[src/hdl/assert_macros.svh]
// assertion macros used by the scheduler core rtl
`ifndef ASSERT_MACROS_SVH
`define ASSERT_MACROS_SVH
`ifndef ASSERT_OFF
`define CHK_ASSERT(lbl, prop) \
  lbl: assert property (@(posedge clk_i) disable iff (!rst_ni) prop) \
    else $error("assertion failed");
`define CHK_NEVER(lbl, expr) \
  lbl: assert property (@(posedge clk_i) disable iff (!rst_ni) !(expr)) \
    else $error("forbidden condition seen");
`else
`define CHK_ASSERT(lbl, prop)
`define CHK_NEVER(lbl, expr)
`endif
`endif

[src/hdl/msched_pkg.sv]
// types and constants of the multi cpu process scheduler
`default_nettype none
package msched_pkg;

  typedef enum logic [1:0] {
    ST_WAIT  = 2'd0,
    ST_RUN   = 2'd1,
    ST_SLEEP = 2'd2,
    ST_DONE  = 2'd3
  } stat_e;

  localparam logic [1:0] MODE_RR   = 2'd0;
  localparam logic [1:0] MODE_FCFS = 2'd1;
  localparam logic [1:0] MODE_SJF  = 2'd2;
  localparam logic [1:0] MODE_OFF  = 2'd3;

  localparam logic [1:0] REG_MODE  = 2'd0;
  localparam logic [1:0] REG_PROCS = 2'd1;
  localparam logic [1:0] REG_CPUS  = 2'd2;
  localparam logic [1:0] REG_SLICE = 2'd3;

  localparam logic ACT_LOAD = 1'b0;
  localparam logic ACT_TICK = 1'b1;

  localparam int ResultCap = 32;

  typedef struct packed {
    logic       action;
    logic [4:0] proc_slot;
    logic [7:0] burst_len;
    logic [7:0] io_point;
    logic [7:0] io_len;
  } in_t;

  typedef struct packed {
    logic [4:0] slot_id;
    logic [1:0] run_state;
    logic [7:0] work_left;
    logic [3:0] on_cpu;
    logic       all_finished;
    logic       last_slot;
  } res_t;

  // one process table entry
  typedef struct packed {
    stat_e       status;
    logic [7:0]  cpu_left;
    logic [7:0]  sleep_point;
    logic [7:0]  sleep_left;
    logic [7:0]  slice_used;
    logic [15:0] ready_since;
    logic [3:0]  host_cpu;
  } ent_t;

endpackage
`default_nettype wire

[src/hdl/multi_cpu_process_scheduler_core.sv]
// top level of the multi cpu process scheduler
// Input channel (in_valid_i/in_ready_o, in_item_i) takes load and tick
// items; the output channel (out_valid_o/out_ready_i, out_item_o) returns
// one item per slot in use after every tick, slot 0 first, last_slot on the
// final one. A load returns nothing.
// A tick is worked through the process table ram one entry access at a
// time: a wake pass reads and writes back each slot, a run pass updates
// the entry held by each busy cpu, a dispatch scan runs for each free
// cpu unless n is 0 or the mode is off (after a pointer reduction in
// round robin), then a completion scan over the slots, and last the
// results go out one by one. The slot count n is capped at 32.
// A stalled receiver holds the block in its output state; a new item is
// taken only after the last result of a tick has gone out.
// Reset sets the registers to round robin, 4 slots, 1 cpu, quantum 2,
// frees all cpus and marks every table entry unwritten (reads as waiting
// with zero counters); no clearing pass is needed.
// Configuration writes are taken at any time on cfg_we_i.
`default_nettype none
`include "assert_macros.svh"
module multi_cpu_process_scheduler_core
  import msched_pkg::*;
#(
  parameter int MAX_PROCS = 32,
  parameter int MAX_CPUS  = 16
) (
  input  wire logic       clk_i,
  input  wire logic       rst_ni,
  input  wire logic       in_valid_i,
  output logic            in_ready_o,
  input  wire in_t        in_item_i,
  output logic            out_valid_o,
  input  wire logic       out_ready_i,
  output res_t            out_item_o,
  input  wire logic       cfg_we_i,
  input  wire logic [1:0] cfg_idx_i,
  input  wire logic [7:0] cfg_wdata_i
);

  localparam int PW   = (MAX_PROCS > 1) ? $clog2(MAX_PROCS) : 1;
  localparam int NW   = $clog2(MAX_PROCS + 1);
  localparam int NLIM = (MAX_PROCS < ResultCap) ? MAX_PROCS : ResultCap;
  localparam int CIW  = (MAX_CPUS > 1) ? $clog2(MAX_CPUS) : 1;
  localparam int CNW  = $clog2(MAX_CPUS + 1);
  localparam int EW   = $bits(ent_t);

  typedef enum logic [3:0] {
    S_IDLE, S_WK_RD, S_WK_WR, S_RN_CHK, S_RN_WR, S_DS_CHK, S_DS_MOD,
    S_DS_SCAN, S_DS_RD, S_DS_WR, S_DN_SCAN, S_EM_RD, S_EM_LD, S_EM_WAIT
  } st_e;

  st_e              state_q;
  logic [1:0]       mode_q;
  logic [5:0]       pcount_q;
  logic [4:0]       ccount_q;
  logic [7:0]       slen_q;
  logic             valid_q [MAX_PROCS];
  logic             busy_q  [MAX_CPUS];
  logic [PW-1:0]    holder_q [MAX_CPUS];
  logic [15:0]      clock_q;
  logic [PW-1:0]    ptr_q;
  logic [PW-1:0]    ptrm_q;
  logic [NW-1:0]    idx_q;
  logic [PW-1:0]    addr_q;
  logic [CNW-1:0]   cpu_q;
  logic             pend_q;
  logic [PW-1:0]    pend_addr_q;
  logic             found_q;
  logic [PW-1:0]    best_q;
  logic [15:0]      key_q;
  logic             done_q;
  logic             rd_vld_q;
  logic             out_valid_q;
  res_t             out_q;

  logic [NW-1:0]    n;
  logic [CNW-1:0]   nc;
  logic [CIW-1:0]   ci;
  logic             slot_ok;
  logic             issue;
  logic [PW-1:0]    addr_nx;
  logic             take;
  logic [15:0]      cand_key;
  logic             rn_free;
  logic [7:0]       su;
  ent_t             ent;
  ent_t             wr_ent;
  logic             rd_en, we;
  logic [PW-1:0]    rd_addr, waddr;
  logic [EW-1:0]    rd_data;

  assign n  = (pcount_q > 6'(NLIM)) ? NW'(NLIM) : NW'(pcount_q);
  assign nc = (ccount_q > 5'(MAX_CPUS)) ? CNW'(MAX_CPUS) : CNW'(ccount_q);
  assign ci = cpu_q[CIW-1:0];
  assign slot_ok = (32'(in_item_i.proc_slot) < MAX_PROCS);
  assign issue = (idx_q != n);
  assign addr_nx = ((NW'(addr_q) + 1'b1) == n) ? '0 : addr_q + 1'b1;
  assign ent = rd_vld_q ? ent_t'(rd_data) : ent_t'('0);
  assign cand_key = (mode_q == MODE_FCFS) ? ent.ready_since : 16'(ent.cpu_left);
  assign su = (ent.slice_used == 8'hff) ? 8'hff : ent.slice_used + 8'd1;

  always_comb begin
    take = 1'b0;
    if (ent.status == ST_WAIT) begin
      if (!found_q) begin
        take = 1'b1;
      end else if (mode_q == MODE_FCFS || mode_q == MODE_SJF) begin
        take = cand_key < key_q;
      end
    end
  end

  // ram port control and the read-modify-write update of each phase
  always_comb begin
    rd_en   = 1'b0;
    rd_addr = addr_q;
    we      = 1'b0;
    waddr   = PW'(idx_q);
    wr_ent  = ent;
    rn_free = 1'b0;
    unique case (state_q)
      S_IDLE: begin
        we    = in_valid_i && (in_item_i.action == ACT_LOAD) && slot_ok;
        waddr = PW'(in_item_i.proc_slot);
        wr_ent.status      = ST_WAIT;
        wr_ent.cpu_left    = in_item_i.burst_len;
        wr_ent.sleep_point = in_item_i.io_point;
        wr_ent.sleep_left  = in_item_i.io_len;
        wr_ent.slice_used  = '0;
        wr_ent.ready_since = '0;
        wr_ent.host_cpu    = '0;
      end
      S_WK_RD: begin
        rd_en   = issue;
        rd_addr = PW'(idx_q);
      end
      S_WK_WR: begin
        we = 1'b1;
        if (ent.status == ST_SLEEP) begin
          if (ent.sleep_left <= 8'd1) begin
            wr_ent.sleep_left  = '0;
            wr_ent.status      = ST_WAIT;
            wr_ent.ready_since = clock_q;
          end else begin
            wr_ent.sleep_left = ent.sleep_left - 8'd1;
          end
        end
      end
      S_RN_CHK: begin
        rd_en   = (cpu_q != nc) && busy_q[ci];
        rd_addr = holder_q[ci];
      end
      S_RN_WR: begin
        we = 1'b1;
        waddr = holder_q[ci];
        wr_ent.slice_used = su;
        if (ent.cpu_left <= 8'd1) begin
          wr_ent.cpu_left = '0;
          wr_ent.status   = ST_DONE;
          rn_free = 1'b1;
        end else begin
          wr_ent.cpu_left = ent.cpu_left - 8'd1;
          if (wr_ent.cpu_left == ent.sleep_point) begin
            wr_ent.status = ST_SLEEP;
            rn_free = 1'b1;
          end else if (mode_q == MODE_RR && su >= slen_q) begin
            wr_ent.status      = ST_WAIT;
            wr_ent.ready_since = clock_q;
            rn_free = 1'b1;
          end
        end
      end
      S_DS_SCAN, S_DN_SCAN: begin
        rd_en   = issue;
        rd_addr = addr_q;
      end
      S_DS_RD: begin
        rd_en   = 1'b1;
        rd_addr = best_q;
      end
      S_DS_WR: begin
        we = 1'b1;
        waddr = best_q;
        wr_ent.status     = ST_RUN;
        wr_ent.slice_used = '0;
        wr_ent.host_cpu   = 4'(ci);
      end
      S_EM_RD: begin
        rd_en   = 1'b1;
        rd_addr = PW'(idx_q);
      end
      default: begin
      end
    endcase
  end

  msched_ram #(
    .Width(EW),
    .Depth(MAX_PROCS)
  ) u_tbl (
    .clk_i  (clk_i),
    .we_i   (we),
    .waddr_i(waddr),
    .wdata_i(EW'(wr_ent)),
    .re_i   (rd_en),
    .raddr_i(rd_addr),
    .rdata_o(rd_data)
  );

  always_ff @(posedge clk_i or negedge rst_ni) begin
    if (!rst_ni) begin
      state_q     <= S_IDLE;
      mode_q      <= MODE_RR;
      pcount_q    <= 6'd4;
      ccount_q    <= 5'd1;
      slen_q      <= 8'd2;
      valid_q     <= '{default: 1'b0};
      busy_q      <= '{default: 1'b0};
      holder_q    <= '{default: '0};
      clock_q     <= '0;
      ptr_q       <= '0;
      ptrm_q      <= '0;
      idx_q       <= '0;
      addr_q      <= '0;
      cpu_q       <= '0;
      pend_q      <= 1'b0;
      pend_addr_q <= '0;
      found_q     <= 1'b0;
      best_q      <= '0;
      key_q       <= '0;
      done_q      <= 1'b0;
      rd_vld_q    <= 1'b0;
      out_valid_q <= 1'b0;
      out_q       <= '0;
    end else begin
      if (cfg_we_i) begin
        unique case (cfg_idx_i)
          REG_MODE:  mode_q   <= cfg_wdata_i[1:0];
          REG_PROCS: pcount_q <= cfg_wdata_i[5:0];
          REG_CPUS:  ccount_q <= cfg_wdata_i[4:0];
          REG_SLICE: slen_q   <= cfg_wdata_i;
        endcase
      end
      if (rd_en) begin
        rd_vld_q <= valid_q[rd_addr];
      end
      unique case (state_q)
        S_IDLE: begin
          if (in_valid_i) begin
            if (in_item_i.action == ACT_LOAD) begin
              if (slot_ok) begin
                valid_q[PW'(in_item_i.proc_slot)] <= 1'b1;
                for (int c = 0; c < MAX_CPUS; c++) begin
                  if (busy_q[c] && holder_q[c] == PW'(in_item_i.proc_slot)) begin
                    busy_q[c] <= 1'b0;
                  end
                end
                clock_q <= '0;
                ptr_q   <= '0;
              end
            end else begin
              idx_q   <= '0;
              state_q <= S_WK_RD;
            end
          end
        end
        S_WK_RD: begin
          if (!issue) begin
            cpu_q   <= '0;
            state_q <= S_RN_CHK;
          end else begin
            state_q <= S_WK_WR;
          end
        end
        S_WK_WR: begin
          idx_q   <= idx_q + 1'b1;
          state_q <= S_WK_RD;
        end
        S_RN_CHK: begin
          if (cpu_q == nc) begin
            cpu_q   <= '0;
            state_q <= S_DS_CHK;
          end else if (!busy_q[ci]) begin
            cpu_q <= cpu_q + 1'b1;
          end else begin
            state_q <= S_RN_WR;
          end
        end
        S_RN_WR: begin
          if (rn_free) begin
            busy_q[ci] <= 1'b0;
          end
          cpu_q   <= cpu_q + 1'b1;
          state_q <= S_RN_CHK;
        end
        S_DS_CHK: begin
          if (cpu_q == nc) begin
            clock_q <= clock_q + 16'd1;
            idx_q   <= '0;
            addr_q  <= '0;
            pend_q  <= 1'b0;
            done_q  <= 1'b1;
            state_q <= S_DN_SCAN;
          end else if (busy_q[ci] || n == '0 || mode_q == MODE_OFF) begin
            cpu_q <= cpu_q + 1'b1;
          end else begin
            found_q <= 1'b0;
            pend_q  <= 1'b0;
            idx_q   <= '0;
            addr_q  <= '0;
            ptrm_q  <= ptr_q;
            state_q <= (mode_q == MODE_RR) ? S_DS_MOD : S_DS_SCAN;
          end
        end
        S_DS_MOD: begin
          // bring the rotation pointer below the slot count
          if (NW'(ptrm_q) >= n) begin
            ptrm_q <= ptrm_q - PW'(n);
          end else begin
            addr_q  <= ptrm_q;
            state_q <= S_DS_SCAN;
          end
        end
        S_DS_SCAN: begin
          pend_q      <= issue;
          pend_addr_q <= addr_q;
          if (issue) begin
            idx_q  <= idx_q + 1'b1;
            addr_q <= addr_nx;
          end
          if (pend_q && take) begin
            found_q <= 1'b1;
            best_q  <= pend_addr_q;
            key_q   <= cand_key;
          end
          if (!issue && !pend_q) begin
            if (found_q) begin
              state_q <= S_DS_RD;
            end else begin
              cpu_q   <= cpu_q + 1'b1;
              state_q <= S_DS_CHK;
            end
          end
        end
        S_DS_RD: begin
          state_q <= S_DS_WR;
        end
        S_DS_WR: begin
          busy_q[ci]   <= 1'b1;
          holder_q[ci] <= best_q;
          if (mode_q == MODE_RR) begin
            ptr_q <= ((NW'(best_q) + 1'b1) == n) ? '0 : best_q + 1'b1;
          end
          cpu_q   <= cpu_q + 1'b1;
          state_q <= S_DS_CHK;
        end
        S_DN_SCAN: begin
          pend_q <= issue;
          if (issue) begin
            idx_q  <= idx_q + 1'b1;
            addr_q <= addr_nx;
          end
          if (pend_q && ent.status != ST_DONE) begin
            done_q <= 1'b0;
          end
          if (!issue && !pend_q) begin
            idx_q   <= '0;
            state_q <= (n == '0) ? S_IDLE : S_EM_RD;
          end
        end
        S_EM_RD: begin
          state_q <= S_EM_LD;
        end
        S_EM_LD: begin
          out_q.slot_id      <= 5'(idx_q);
          out_q.run_state    <= ent.status;
          out_q.work_left    <= ent.cpu_left;
          out_q.on_cpu       <= (ent.status == ST_RUN) ? ent.host_cpu : 4'd0;
          out_q.all_finished <= done_q;
          out_q.last_slot    <= (idx_q + 1'b1) == n;
          out_valid_q        <= 1'b1;
          state_q            <= S_EM_WAIT;
        end
        S_EM_WAIT: begin
          if (out_ready_i) begin
            out_valid_q <= 1'b0;
            idx_q       <= idx_q + 1'b1;
            state_q     <= ((idx_q + 1'b1) == n) ? S_IDLE : S_EM_RD;
          end
        end
        default: begin
          state_q <= S_IDLE;
        end
      endcase
    end
  end

  assign in_ready_o  = (state_q == S_IDLE);
  assign out_valid_o = out_valid_q;
  assign out_item_o  = out_q;

  `CHK_NEVER(a_no_accept_while_out, in_ready_o && out_valid_o)
  `CHK_ASSERT(a_last_returns_idle,
    out_valid_o && out_ready_i && out_item_o.last_slot |=> in_ready_o)
  `CHK_ASSERT(a_pick_is_waiting, state_q == S_DS_WR |-> ent.status == ST_WAIT)
  `CHK_ASSERT(a_ptr_in_range, 32'(ptr_q) < MAX_PROCS)

endmodule
`default_nettype wire

[src/hdl/msched_ram.sv]
// generic single write port ram with registered read
`default_nettype none
module msched_ram #(
  parameter int Width = 8,
  parameter int Depth = 32,
  localparam int AW = (Depth > 1) ? $clog2(Depth) : 1
) (
  input  wire logic             clk_i,
  input  wire logic             we_i,
  input  wire logic [AW-1:0]    waddr_i,
  input  wire logic [Width-1:0] wdata_i,
  input  wire logic             re_i,
  input  wire logic [AW-1:0]    raddr_i,
  output logic      [Width-1:0] rdata_o
);

  logic [Width-1:0] mem_q [Depth];

  always_ff @(posedge clk_i) begin
    if (we_i) begin
      mem_q[waddr_i] <= wdata_i;
    end
    if (re_i) begin
      rdata_o <= mem_q[raddr_i];
    end
  end

endmodule
`default_nettype wire

[config.mk]
export PLATFORM = sky130hd
export DESIGN_NAME = multi_cpu_process_scheduler_core
export DESIGN_NICKNAME = d
export VERILOG_FILES = /design/src/hdl/msched_pkg.sv /design/src/hdl/multi_cpu_process_scheduler_core.sv /design/src/hdl/msched_ram.sv
export VERILOG_INCLUDE_DIRS = /design/src /design/src/hdl
export SDC_FILE = /design/constraint.sdc
export NUM_CORES = 2
export LEC_CHECK = 0
export BUFFER_PORTS_ARGS = -buffer_cell sky130_fd_sc_hd__buf_2
export CAP_MARGIN = 10
export CORE_ASPECT_RATIO = 1.25
export CORE_MARGIN = 4
export CORE_UTILIZATION = 45
export DETAILED_ROUTE_END_ITERATION = 12
export PLACE_DENSITY = 0.57
export SETUP_SLACK_MARGIN = 0.2
export SLEW_MARGIN = 5
export SYNTH_ARGS = -nofsm -noshare
export SYNTH_HDL_FRONTEND = slang
export SYNTH_HIERARCHICAL = 1
export SYNTH_SLANG_ARGS = --single-unit
[constraint.sdc]
create_clock -name clk_i -period 9.75 [get_ports clk_i]
set_clock_uncertainty 0.05 [all_clocks]
set_input_delay 1.95 -clock clk_i [delete_from_list [all_inputs] [get_ports clk_i]]
set_output_delay 1.95 -clock clk_i [all_outputs]
set_load 0.1 [all_outputs]
Word-level counts from Yosys, hierarchy flattened
Memories as Yosys holds them, arrays and structs flattened. A register that Yosys moved wholly into a read port is not among the register bits.
Index checks and enable logic that the tools add are counted.
{"block": "op_classes", "addsub": 11, "magnitude_cmp": 12, "eq_ne": 84, "muxes": 136, "bitwise": 8, "n_reduce_logical": 85}
{"op": "16-bit two-way mux", "count": 12}
{"op": "5-bit two-way mux", "count": 23}
{"op": "16-bit one-hot mux with 3 select lines", "count": 2}
{"op": "5-bit equality test", "count": 17}
{"op": "5-bit AND reduction", "count": 17}
{"op": "80-bit bitwise mux", "count": 1}
{"op": "4-bit two-way mux", "count": 14}
{"op": "4-bit one-hot mux with 14 select lines", "count": 1}
{"op": "54-bit two-way mux", "count": 1}
{"op": "6-bit two-way mux", "count": 8}
{"op": "8-bit one-hot mux with 2 select lines", "count": 3}
{"op": "5-bit one-hot mux with 3 select lines", "count": 3}
{"op": "1-bit two-way mux", "count": 40}
{"op": "2-bit by 1-bit inequality test with 1-bit output, second input constant", "count": 18}
{"op": "2-bit inequality test, second input constant", "count": 18}
{"op": "6-bit one-hot mux with 6 select lines", "count": 1}
{"op": "8-bit two-way mux", "count": 4}
{"op": "32-bit OR", "count": 1}
{"op": "16-bit one-hot mux with 2 select lines", "count": 1}
{"op": "5-bit one-hot mux with 5 select lines", "count": 1}
{"op": "4-bit equality test, second input constant", "count": 6}
{"op": "1-bit logical AND", "count": 24}
{"op": "5-bit binary-select mux with 4-bit select", "count": 1}
{"op": "5-bit demux with 4-bit select", "count": 1}
{"op": "other kinds (61)", "count": 118}
{"block": "totals", "ff_bits": 247, "ramBits": 1728, "out_inout_bits": 23, "wordCells": 426, "n_memories": 1}
{"memory": "u_tbl.mem_q", "words": 32, "word_bits": 54, "read_ports": 1, "rd_clocked_by_memory_dff": 1, "wr": 1, "line_no": "msched_ram.sv:17", "text": "logic [Width-1:0] mem_q [Depth];"}

Depth between registers and ports, before layout
{"block": "depth", "ltp_word": 11, "depth_mapped": 22, "depth_no_buf": 18}

Hierarchy
The synthesis kept the hierarchy.
{"mod": "msched_ram", "n_inst": 1, "cells_each": 3778, "area_per_inst_um2": 68821.0, "seq_area_each_um2": 53511.3}
{"mod": "multi_cpu_process_scheduler_core", "n_inst": 1, "cells_each": 1659, "area_per_inst_um2": 16114.2, "seq_area_each_um2": 6184.7}

Least setup slack after synthesis
Ideal clock, no wire load.
{"block": "synth_path", "path_kind": "input port to flip-flop", "startpoint": "in in_item_i[28] (netlist bit)", "endpoint": "mem u_tbl/mem_q[19][0] (netlist bit), enable pin", "setup_ns": 0.466, "t_arrival_ns": 6.116, "required_ns": 9.234, "path_slack_ns": 3.118, "stages": 7, "n_path_buf": 3, "cell_sequence": "clkbuf_1 -> clkbuf_1 -> clkbuf_1 -> a222oi_1 -> nand2_1 -> or3b_2 -> nor2_1"}
{"block": "synth_between", "elab_chain_len": 1}
{"element": "from (decl)", "line_no": "multi_cpu_process_scheduler_core.sv:30", "text": "input wire in_t in_item_i,"}
{"element": "5-bit one-hot mux with 3 select lines", "line_no": "multi_cpu_process_scheduler_core.sv:120", "text": "unique case (state_q)"}
{"element": "named net waddr[4]", "line_no": "multi_cpu_process_scheduler_core.sv:88", "text": "logic [PW-1:0] rd_addr, waddr;"}
{"element": "to (decl)", "line_no": "msched_ram.sv:17"}
The timed path passes the listed nets, and every way through them passes these cells.

==> results.py <==
metrics = {
    "routing": {
        "drt_first_iter_violations": 4614,
        "routed_wl_um": 236500,
        "drc": 0,
        "dr.pass1.iters": 6,
        "drtAntennaViolNets": 0,
        "routed_via_density": 5.899,
        "num_vias": 48420,
        "avgRoutedWirePerCell_um": 28.82,
    },
    "yosys": {
        "netlist_area_um2": 84940,
        "yosysTopAreaCell": "edfxtp_1",
        "ys_ff_latch": 2029,
        "synthFlopType": "edfxtp_1",
        "synth.top_cell.area_share_pct": 63.00,
        "synth-edff-count": 1782,
        "synthArstFlopShare_pct": 12.17,
        "yosys-top-cells-area": "edfxtp_1 (63%), mux2i_1 (11%), dfrtp_1 (7.2%), mux2_2 (1.8%), a22oi_1 (1.5%)",
        "synthCells": 5437,
        "synth_warnings": 6,
        "synth-seq-area-share_pct": 70.28,
        "ys_types": 89,
        "syn-num-nets": 5527,
        "postSynthAreaPerCell_um2": 15.62,
    },
    "timing": {
        "setup_viol": 0,
        "max_freq_ghz": 0.1436,
        "fin_crit_ns": 6.962,
        "worst_pin_slew_ns": 1.233,
        "grt_setup_unrepaired": "no",
        "fin_setup_tns_ns": 0,
        "timing.final.crit_share_pct": 71.41,
        "max_slew_margin_pct": 17.60,
        "report.final.hold_viol_count": 0,
        "finalMaxSlewViolations": 0,
    },
    "setup_path": {
        "max_stage_delay_ns": 1.01,
        "worstRegToRegCells": 19,
        "crit_arrival_ns": 7.37,
        "cp_common_cell": "a21o_1",
        "rr_endpoint": "u_tbl/mem_q[28][16]$_DFFE_PP_",
        "rrSetupSlack_ns": 2.79,
        "critPathRequiredTime_ns": 10.15,
        "critPathKind": "reg2reg",
        "worstReg2RegStart": "rd_vld_q$_DFFE_PN0P_",
        "critPathLaunchType": "flip-flop",
        "end_kind": "flip-flop",
        "worstPathCellList": "nand2_1 > inv_1 > ha_1 > and3_1 > and3_1 > inv_1 > nor3_1 > nor2_1 > ha_1 > nand2b_1 > a21o_1 > a21o_1 > a21o_1 > a21o_1 > a2111oi_1 > nor3_2 > o22ai_1 > buf_4 > a32o_1",
        "cp_max_fo": 53,
        "cp_slowest_cell": "a32o_1",
    },
    "global_route": {
        "grt_antenna_before_repair": 2,
        "grt_max_degree": 126,
        "grt_overflow": 0,
        "grt_use_total_pct": 23.79,
        "grt_pass1_vias": 48470,
        "grt_pass1_wl_um": 341200,
    },
    "pwr": {
        "power_switching_uw": 11670,
        "p_per_area_nw_per_um2": 324.9,
        "swShare_pct": 37.97,
        "p_leak_uw": 0.03302,
        "p_clk_share_pct": 24.3,
        "seqPwrFrac_pct": 36.4,
        "combinationalPowerShare_pct": 39.4,
        "ir_drop_mv": 0.5145,
        "p_int_uw": 19060,
        "power_uw": 30730,
    },
    "finish": {
        "drive_above_1_share_pct": 13.14,
        "multiInputGateArea_um2": 23630,
        "seq_area_um2": 59700,
        "area_growth_pct": 11.38,
        "layout.nets": 5618,
        "fin_area_um2": 94600,
        "fill_cells": 15690,
    },
    "die": {
        "pin_count": 68,
        "fp.dieW_um": 396.6,
        "rows": 178,
        "core_area_um2": 188000,
        "dieArea_um2": 195800,
        "start_util_pct": 45.19,
        "die_h_um": 493.7,
    },
    "clock_tree": {
        "clkTransAtPathRegs_ns": 0.06,
        "cts_hold_buf": 0,
        "cts_resized": 0,
        "cts-htree-levels": 4,
        "numCtsBuffers": 195,
        "insertion_delay_ns": 0.84,
        "cts_setup_buffers": 0,
        "clockBufferDepth": 3,
        "cts-root-buf": "clkbuf_16",
        "clock-sinks": 2029,
        "cts_tree": "yes",
    },
    "placed_design": {
        "io_buffers": 67,
        "gp_congestion": 0.8735,
        "dp_hpwl_um": 134500,
        "postPlaceCellArea_um2": 88310,
    },
    "hold_path": {
        "hp-class": "reg2reg",
        "hold_path_depth": 1,
        "holdPathEnd": "valid_q[22]$_DFFE_PN0P_",
        "min_from": "valid_q[22]$_DFFE_PN0P_",
    },
    "status": {
        "status": "finished clean",
    },
    "run": {
        "drv_cap": 0,
    },
}
==> layout by cell type, fill, tap and decap left out, types with 14 or more instances in the layout <==
cell / n
nand4_1: 15
dfrtp_1: 243
a22oi_1: 166
clkinv_1: 33
xor2_1: 98
edfxtp_1: 1782
nand2b_1: 20
clkinv_2: 30
nor2_1: 81
a32o_1: 20
or3_1: 20
mux2_2: 138
buf_2: 66
a21o_1: 27
o21ai_0: 78
xnor2_1: 44
a41oi_1: 14
a31oi_1: 64
mux2i_1: 918
ha_1: 44
nor2_4: 33
and3_1: 16
bufinv_16: 16
nand3_1: 212
inv_1: 63
a21oi_1: 236
o21bai_1: 19
nor4_1: 18
clkbuf_16: 199
nand2_1: 329
a22o_1: 120
clkbuf_1: 51
mux4_2: 25
nor3_1: 80
buf_4: 138
==> layout make-up <==
type                       instances  area share, %
clock inverter                    98          1.028
sequential                      2029          63.11
tap                             2520          3.333
timing repair buffer             218          1.719
clock buffer                     256          5.554
multi-input combinational       3017          24.98
antenna                            2       0.005291
inverter                          67         0.2738
==> Yosys cell counts, drive strengths merged (20+ instances only) <==
| cell | count |
|---|---|
| a21o | 27 |
| a21oi | 237 |
| a22o | 120 |
| a22oi | 166 |
| a31oi | 64 |
| a32o | 20 |
| buf | 170 |
| clkbuf | 154 |
| dfrtp | 244 |
| edfxtp | 1782 |
| ha | 44 |
| inv | 65 |
| mux2 | 138 |
| mux2i | 918 |
| mux4 | 25 |
| nand2 | 330 |
| nand2b | 22 |
| nand3 | 212 |
| nor2 | 116 |
| nor3 | 84 |
| o21ai | 95 |
| or3 | 20 |
| xnor2 | 44 |
| xor2 | 98 |
==> power by group through the flow <==
stage                     clock (uW)  combinational, uW  sequential, uW
after CTS                       7600              12100           11200
after global routing            7940              12900           11200
final                           7450              12100           11200
after detailed placement           0              12100           11300
after floorplan                    0               8690           11100
after global placement             0              12000           11300
==> through the flow <==
| stage | hold slack, ns | setup slack [ns] | instances | utilization, % |
|---|---|---|---|---|
| after floorplan | 0.3726 | 3.118 | 5437 | - |
| after global placement | 0.3865 | 2.854 | 7848 | 46.98 |
| after detailed placement | 0.3910 | 2.907 | 7848 | 46.98 |
| after CTS | 0.4065 | 2.846 | 8202 | 50.29 |
| after global routing | 0.4205 | 2.509 | 8206 | 50.32 |
| final | 0.4009 | 2.788 | 8207 | 50.33 |
==> worst max-delay path, delay by kind of cell, from the launching register on <==
family / cells / cell delay [ns]
AO/OA/AOI/OAI: 7 / 2.88
AND/OR/NAND/NOR: 7 / 1.74
flip-flops: 1 / 0.86
buffers and inverters: 3 / 0.51
adder cells (fa/ha/maj): 2 / 0.49
==> worst max path at each step <==
stage	start	endpoint	slack, ns
after global placement	rd_vld_q$_DFFE_PN0P_	u_tbl/mem_q[30][16]$_DFFE_PP_	2.85
after detailed placement	rd_vld_q$_DFFE_PN0P_	u_tbl/mem_q[30][16]$_DFFE_PP_	2.91
final	rd_vld_q$_DFFE_PN0P_	u_tbl/mem_q[28][16]$_DFFE_PP_	2.79
after CTS	rd_vld_q$_DFFE_PN0P_	u_tbl/mem_q[15][16]$_DFFE_PP_	2.85
after floorplan	in_item_i[28]	u_tbl/mem_q[19][0]$_DFFE_PP_	3.12
after global routing	rd_vld_q$_DFFE_PN0P_	u_tbl/mem_q[3][16]$_DFFE_PP_	2.51
==> cell families (layout without fill, tap and decap cells) <==
logic type               count (synthesis)  after routing  share of synthesized area, %
adder cells (fa/ha/maj)                 46             46                        0.6835
flip-flops                            2029           2029                         70.28
other                                    0              2                             0
XOR/XNOR                               142            142                         1.464
AND/OR/NAND/NOR                        894            894                         4.938
multiplexers                          1081           1081                         13.31
AO/OA/AOI/OAI                          854            854                         6.849
buffers and inverters                  391            639                         2.470
==> flip-flops by register name, summed over array words and instances, names as in the netlist, 8 cells and up <==
| name | count |
|---|---|
| key_q | 16 |
| out_item_o | 21 |
| busy_q | 16 |
| clock_q | 16 |
| u_tbl/mem_q | 1728 |
| u_tbl/rdata_o | 54 |
| valid_q | 32 |
| slen_q | 8 |
| holder_q | 80 |
==> metal layers <==
metal | track usage [%] | wire, um
met1 | 31.07 | 96960
met5 | 0 | 0
met4 | 7.298 | 7359
met2 | 41.00 | 118300
met3 | 3.754 | 13910
Note: power is estimated with default switching activity, not from simulation.
